### config.mk
export PLATFORM = sky130hd
export DESIGN_NAME = sst_free_fifo
export DESIGN_NICKNAME = d
export VERILOG_FILES = /design/src/rtl/sst_pkg.sv /design/src/rtl/sst_free_fifo.sv
export SDC_FILE = /design/constraint.sdc
export NUM_CORES = 2
export LEC_CHECK = 0
export BUFFER_PORTS_ARGS = -buffer_cell sky130_fd_sc_hd__buf_2
export CORE_MARGIN = 4
export CORE_UTILIZATION = 35
export CTS_CLUSTER_DIAMETER = 60
export DETAILED_ROUTE_END_ITERATION = 6
export PLACE_DENSITY = 0.59
export SYNTH_ARGS = -nofsm -noshare
export SYNTH_HDL_FRONTEND = slang
export SYNTH_SLANG_ARGS = --single-unit
### constraint.sdc
create_clock -name clk -period 3.2 [get_ports clk]
set_input_delay 0.16 -clock clk [delete_from_list [all_inputs] [get_ports clk]]
set_output_delay 0.16 -clock clk [all_outputs]
set_load 0.03 [all_outputs]
### src/rtl/sst_pkg.sv
package sst_pkg;

  localparam int MAX_IDS_DEF  = 256;
  localparam int SIG_BITS_DEF = 32;

  localparam int OPCODE_W = 3;
  localparam int ID_IO_W  = 8;
  localparam int SIG_IO_W = 32;
  localparam int STATUS_W = 2;
  localparam int LIVE_W   = 9;

  localparam logic [OPCODE_W-1:0] OP_CREATE  = 3'd0;
  localparam logic [OPCODE_W-1:0] OP_DESTROY = 3'd1;
  localparam logic [OPCODE_W-1:0] OP_SET     = 3'd2;
  localparam logic [OPCODE_W-1:0] OP_GET     = 3'd3;
  localparam logic [OPCODE_W-1:0] OP_CLEAR   = 3'd4;

  localparam logic [STATUS_W-1:0] ST_OK     = 2'd0;
  localparam logic [STATUS_W-1:0] ST_FULL   = 2'd1;
  localparam logic [STATUS_W-1:0] ST_ABSENT = 2'd2;

  typedef struct packed {
    logic [STATUS_W-1:0] status;
    logic [ID_IO_W-1:0]  ent;
    logic [SIG_IO_W-1:0] sig;
    logic [LIVE_W-1:0]   live;
  } result_t;

  typedef struct packed {
    logic push;
    logic pop;
  } fifo_ctrl_t;

endpackage

### src/rtl/sst_free_fifo.sv
module sst_free_fifo #(
  parameter int MAX_IDS = sst_pkg::MAX_IDS_DEF,
  parameter int ID_W    = $clog2(MAX_IDS),
  parameter int CNT_W   = $clog2(MAX_IDS + 1)
) (
  input  logic               clk,
  input  logic               rst,
  input  sst_pkg::fifo_ctrl_t ctrl,
  input  logic [ID_W-1:0]    push_id,
  output logic [ID_W-1:0]    rdata,
  output logic               empty
);
  import sst_pkg::*;

  localparam logic [CNT_W-1:0] MAX_CNT = CNT_W'(MAX_IDS);
  localparam logic [CNT_W:0]   MAX_SUM = (CNT_W + 1)'(MAX_IDS);

  logic [ID_W-1:0] q_mem [MAX_IDS];
  logic [ID_W-1:0] head;
  logic [CNT_W-1:0] used;
  logic [CNT_W:0]   tail_sum;
  logic [CNT_W:0]   tail_wrap;
  logic [CNT_W-1:0] head_inc;
  logic [ID_W-1:0]  head_next;
  logic             push_ok;
  logic             pop_ok;

  assign empty   = (used == '0);
  assign push_ok = ctrl.push && (used != MAX_CNT);
  assign pop_ok  = ctrl.pop && !empty;

  always_comb begin
    tail_sum  = (CNT_W + 1)'(head) + (CNT_W + 1)'(used);
    tail_wrap = (tail_sum >= MAX_SUM) ? tail_sum - MAX_SUM : tail_sum;
    head_inc  = CNT_W'(head) + 1'b1;
    head_next = (head_inc == MAX_CNT) ? '0 : head_inc[ID_W-1:0];
  end

  always_ff @(posedge clk) begin
    if (push_ok) begin
      q_mem[tail_wrap[ID_W-1:0]] <= push_id;
    end
    if (pop_ok) begin
      rdata <= q_mem[head];
    end
  end

  always_ff @(posedge clk) begin
    if (rst) begin
      head <= '0;
      used <= '0;
    end else begin
      if (pop_ok) begin
        head <= head_next;
      end
      unique case ({push_ok, pop_ok})
        2'b10:   used <= used + 1'b1;
        2'b01:   used <= used - 1'b1;
        default: used <= used;
      endcase
    end
  end

endmodule

[Word level (Yosys, flattened, before mapping)]
Memory sizes are Yosys's and may differ from the RTL's. A register that Yosys moved wholly into a read port is not among the register bits.
Cells that the tools add are included.
Storage, ports and cells
  flip-flop bits (word level): 17
  memory bits (writable): 2048
  input port bits: 12
  output and inout port bits: 9
  memories: 1
Memories
  q_mem: depth 256, bits a word 8, read ports 1, clocked after memory_dff 1, wr ports 1, line sst_free_fifo.sv:18  | logic [ID_W-1:0] q_mem [MAX_IDS];
Cells by class
  add/subtract/negate cells: 5
  $lt $le $gt $ge: 1
  equality and inequality tests: 4
  multiplexer cells: 5
  reduce and logical (&&, ||, !) cells: 5
Operators by type and width (count)
  one-hot mux 9 bit (2 select lines): 1
  2-to-1 mux 8 bit: 2
  adder 8 x 9 -> 10 bit: 1
  >= comparator 10 x 9 -> 1 bit (second input constant): 1
  adder 8 x 1 -> 9 bit (second input constant): 1
  adder 9 x 1 -> 9 bit (second input constant): 1
  == test 9 bit (second input constant): 1
  logical NOT 9 bit: 1
  != test 9 bit (second input constant): 1
  subtractor 9 x 1 -> 9 bit (second input constant): 1
  subtractor 8 x 1 -> 8 bit (second input constant): 1
  == test 2 x 1 -> 1 bit (second input constant): 1
  == test 2 bit (second input constant): 1
  logical AND 1 bit: 2
  2-to-1 mux 1 bit: 2
  nonzero test 2 bit: 1
  logical NOT 1 bit: 1

[Depth between registers and ports, before layout]
  word-level depth: 5
  depth in mapped cells: 13
  gate-level depth less buffers: 12

[Worst setup path after synthesis]
Ideal clock, no wire load.
  kind: flip-flop to flip-flop
  start point: reg used[0]
  end point: reg used[8]
  setup time: 0.121 ns
  data arrival time: 3.468 ns
  data required time: 3.079 ns
  slack: -0.389 ns
  cell stages (with the launch flop): 14
  buffers on the path: 1
  clock period less this slack: 3.589 ns
  cell sequence: dfxtp_1 > nor4_1 > nand2_1 > o21a_1 > clkbuf_1 > ha_1 > fa_1 > a21o_1 > a21oi_1 > o21bai_1 > a2111oi_0 > or3_1 > mux2i_1 > mux2_2
On the way
  cells in the longest elaborated chain, start to end: 5
  elaborated cells on any way between the ends: 11
  classes of those cells: add/sub: 2; eq/ne: 3; mux: 1; reduce/logical: 5
RTL lines
  start: declaration: line sst_free_fifo.sv:20  | logic [CNT_W-1:0] used;
  start signal: assignment: line sst_free_fifo.sv:57  | 2'b10: used <= used + 1'b1;
  start signal: assignment: line sst_free_fifo.sv:58  | 2'b01: used <= used - 1'b1;
  start signal: assignment: line sst_free_fifo.sv:59  | default: used <= used;
  logical NOT 9 bit (*): line sst_free_fifo.sv:28  | assign empty = (used == '0);
  logical NOT 1 bit (*): line sst_free_fifo.sv:30  | assign pop_ok = ctrl.pop && !empty;
  logical AND 1 bit (*): line sst_free_fifo.sv:30
  named net pop_ok: line sst_free_fifo.sv:26  | logic pop_ok;
  == test 2 x 1 -> 1 bit or == test 2 bit (tied branches): line sst_free_fifo.sv:56  | unique case ({push_ok, pop_ok})
  one-hot mux 9 bit (2 select lines) or nonzero test 2 bit (tied branches)
Mark *: on every way through the listed nets, which the timed path passes. The rest lies on a longest branch.
A chain may end at the register's enable or synchronous reset.

[Worst setup path after layout]
  start point: reg used[0]
  end point: mem q_mem[164][5] (netlist name), enable pin
On the way
  cells in the longest elaborated chain, start to end: 4
  elaborated cells on any way between the ends: 8
  classes of those cells: add/sub: 2; order compare: 1; eq/ne: 1; mux: 3; reduce/logical: 1
RTL lines (line)
  branches (longest 4 deep; another with adder 8 x 9 -> 10 bit)
  end: declaration: sst_free_fifo.sv:18
Parallel ways; which one is timed is not known.

==> flow_metrics.py <==
metrics = {
    "pwr": {
        "power_frac_comb_pct": 22.8,
        "power_frac_seq_pct": 43.8,
        "p_switching_mw": 19.7,
        "powerDensity_mw_per_mm2": 706,
        "max-vdd-ir-drop_mv": 0.489,
        "intPower_mw": 50.1,
        "swShare_pct": 28.3,
        "p_clk_share_pct": 33.4,
        "power_mw": 69.8,
        "p_leak_nw": 31.2,
    },
    "final_layout": {
        "fin_util_pct": 42.5,
        "fillers": 20100,
        "syn_to_final_growth_pct": 20.7,
        "multi_input_area_mm2": 0.0190,
        "drive_above_1_share_pct": 33.8,
        "seqCellArea_mm2": 0.0621,
        "stdcell_count": 8007,
        "nets": 4742,
        "stdcell_area_mm2": 0.0989,
    },
    "timing": {
        "hold_viol_final": 0,
        "timing.hold.ws_ps": 27.4,
        "max_freq_ghz": 0.305,
        "rsz0062_at_grt": "true",
        "relSlewSlack_pct": 23.9,
        "setup_tns_ps": -3700,
        "slew_viol_final": 0,
        "finalWorstSetupSlack_ps": -79.6,
        "setup_violations": 261,
        "worst_clock_skew_ps": 50.7,
        "fin_crit_ps": 3280,
        "tightestPinTransition_ps": 1140,
        "fin_crit_sh_pct": 102,
    },
    "place": {
        "dpl-instance-area_mm2": 0.0905,
        "dp.cells": 7594,
        "dpl.hpwl_um": 149000,
        "dp_slack_ps": -603,
        "finalWeightedCongestion": 0.875,
        "port_buffers": 20,
    },
    "drt": {
        "route.met2.wl_um": 116000,
        "routed.top_layer": "met5",
        "dr_wl_met3_um": 21400,
        "wl_met1_um": 96800,
        "remaining_drc_errors": 0,
        "ant_nets": 0,
        "vias_per_cell": 5.59,
        "first_iter_violations": 5691,
        "wl_per_cell_um": 30.3,
        "num_vias": 44800,
        "routed_wl_um": 242000,
        "first_pass_iters": 6,
    },
    "min_path": {
        "hp-class": "primary input to register",
        "min_to": "q_mem[139][7]",
        "min-delay-start": "push_id[7]",
        "holdPathStages": 1,
    },
    "worst_setup_path": {
        "worst_path_max_delay_cell": "fa_1",
        "worstSetupPathType": "register to register",
        "cpMostUsedCell": "buf_4",
        "r2r_slack_ps": -80,
        "reg2reg_to": "q_mem[164][5]",
        "reg2reg_depth": 15,
        "critPathMaxStageDelay_ps": 400,
        "rr_startpoint": "used[0]",
        "crit_chain": "buf_4 -> ha_1 -> inv_1 -> fa_1 -> inv_1 -> a21oi_1 -> o21bai_1 -> buf_4 -> buf_4 -> xnor2_2 -> buf_4 -> o211ai_1 -> clkbuf_16 -> nor3_2 -> buf_4",
        "arrival_ps": 3810,
        "start_kind": "register",
        "critPathMaxFanout": 32,
        "critPathCaptureType": "register",
        "required_ps": 3730,
    },
    "global_routing": {
        "track_usage_pct": 19.5,
        "grt_max_degree": 121,
        "grt_pass1_vias": 44000,
        "grt_pass1_wl_um": 340000,
        "antenna_found_initial": 6,
        "overflow": 0,
    },
    "floorplan": {
        "die_y_um": 492,
        "ios": 21,
        "chipWidth_um": 492,
        "coreArea_mm2": 0.233,
        "die_area_mm2": 0.242,
        "initial_core_util_pct": 35.2,
        "num_rows": 177,
    },
    "cts": {
        "clock-sinks": 2073,
        "path_clk_slew_ps": 70,
        "cts_tree": "yes",
        "cts_max_path_buffers": 3,
        "cts_root_buf": "clkbuf_16",
        "htreeDepth": 4,
        "insertion_delay_ps": 860,
        "cts-buffers-inserted": 196,
    },
    "synth": {
        "syn_avg_cell_area_um2": 20.2,
        "async_flop_share_pct": 0,
        "yosys_most_used_dff": "edfxtp_1",
        "synth_nets": 4086,
        "synth_cells": 4056,
        "syn_area_mm2": 0.0819,
        "netlist.top_cell.by_area": "edfxtp_1",
        "synth_warnings": 0,
        "synth_area_leaders": "edfxtp_1 (75%), mux4_2 (11%), mux2i_1 (2.3%), nor3_1 (1.7%), a22oi_1 (0.69%)",
        "ys_seq_area_share_pct": 75.8,
        "yosysTopAreaCellShare_pct": 75.3,
        "synth_edf_count": 2056,
        "ys_types": 81,
        "yosys_register_bits": 2073,
    },
    "outcome": {
        "violations": "setup timing",
        "status": "complete, but fails checks",
    },
    "job": {
        "maxCapViolCount": 0,
    },
}
Yosys cell counts, types with 8 or more instances:
master and count:
nor2_1 56, o21ai_0 60, inv_1 10, buf_6 39, o22ai_1 33, nor2b_1 13
a2bb2oi_1 12, a211oi_1 16, clkbuf_1 114, o221ai_1 10, dfxtp_1 17, a2111oi_0 11
mux2_2 36, nand2b_1 8, nand3_1 35, buf_8 8, o21a_1 13, a22o_1 17
xnor2_1 16, mux2i_1 186, a211o_1 8, buf_4 16, xor2_1 8, o211ai_1 26
a21oi_1 77, or2_2 15, a31oi_1 9, buf_2 87, edfxtp_1 2056, a221oi_1 48
ha_1 16, nand4_1 13, mux4_2 417, nand2_1 76, nor3_1 274, buf_1 22
a22oi_1 75
registers in the layout, summed over array words and instances (netlist names):
register,count
q_mem,2048
used,9
head,8
rdata,8
layout by cell type (no fill, tap or decap), types with 19 or more instances in the layout:
| master | n |
|---|---|
| o21ai_0 | 55 |
| mux2_2 | 36 |
| clkinv_1 | 35 |
| nor2_1 | 54 |
| mux2i_1 | 185 |
| buf_6 | 46 |
| nand3_1 | 33 |
| clkbuf_16 | 208 |
| clkbuf_1 | 33 |
| nor3_2 | 55 |
| a221oi_1 | 45 |
| nor3_1 | 199 |
| clkinv_2 | 43 |
| o22ai_1 | 33 |
| buf_12 | 68 |
| a22oi_1 | 69 |
| nand2_1 | 76 |
| nor3_4 | 20 |
| bufinv_16 | 19 |
| a21oi_1 | 74 |
| edfxtp_1 | 2056 |
| o211ai_1 | 26 |
| buf_4 | 566 |
| mux4_2 | 417 |
layer usage:
metal  GRT usage [%]  vias up
met2            30.7     2406
met1            27.0    23600
met5               0        -
met3            3.78      391
met4            7.25        2
li1                -    18300
power groups by stage:
| stage | logic (mW) | registers [mW] | clock network (mW) |
|---|---|---|---|
| global route | 16.6 | 30.6 | 24.8 |
| finish | 15.9 | 30.6 | 23.3 |
| global placement | 14.1 | 31.1 | 0 |
| detailed placement | 14.1 | 31.1 | 0 |
| CTS | 15.2 | 30.6 | 23.6 |
| floorplan | 8.28 | 31.1 | 0 |
layout make-up:
| type | count | share of cell area, % |
|---|---|---|
| Clock inverter | 127 | 1.30 |
| Inverter | 12 | 0.0468 |
| Sequential cell | 2073 | 62.8 |
| Antenna cell | 1 | 0.00253 |
| Multi-Input combinational cell | 1682 | 19.2 |
| Timing Repair Buffer | 747 | 7.50 |
| Clock buffer | 233 | 5.18 |
| Tap cell | 3132 | 3.96 |
how the worst max path moves through the flow:
stage          startpoint            end  slack [ps]  cells past startpoint
2_1_floorplan     head[1]  q_mem[157][0]        -210                     13
3_3_place_gp      head[1]       rdata[7]        -630                      9
3_5_place_dp      head[1]       rdata[7]        -600                      9
4_1_cts           head[0]       rdata[2]         -30                     10
5_1_grt           used[3]        used[8]        -140                     12
6_report          used[0]  q_mem[164][5]         -80                     15
kinds of logic (layout without fill, tap and decap cells):
logic type | Yosys count | count (layout) | synth area share, %
compound gates | 472 | 472 | 4.10
fa+ha+maj | 18 | 18 | 0.293
other cells | 0 | 1 | 0
simple gates | 528 | 528 | 3.22
buf+inv | 301 | 1119 | 2.11
flops | 2073 | 2073 | 75.8
mux | 640 | 640 | 14.3
xor+xnor | 24 | 24 | 0.257
worst max-delay path: cells and delay by family (launching register included):
family	cells	cell delay, ps
buf+inv	8	1160
fa+ha+maj	2	560
compound gates	3	410
xor+xnor	1	140
flops	1	330
simple gates	1	310
what timing repair did:
item                                     CTS  global route
hold buffers                               6             0
resized for setup                        109           126
gates cloned                              10             8
endpoints found under the setup margin  1118          1308
pin swaps                                 17             9
hold endpoints to repair                 269             0
setup buffers                             13            16
Power figures use the tool's default switching activity.
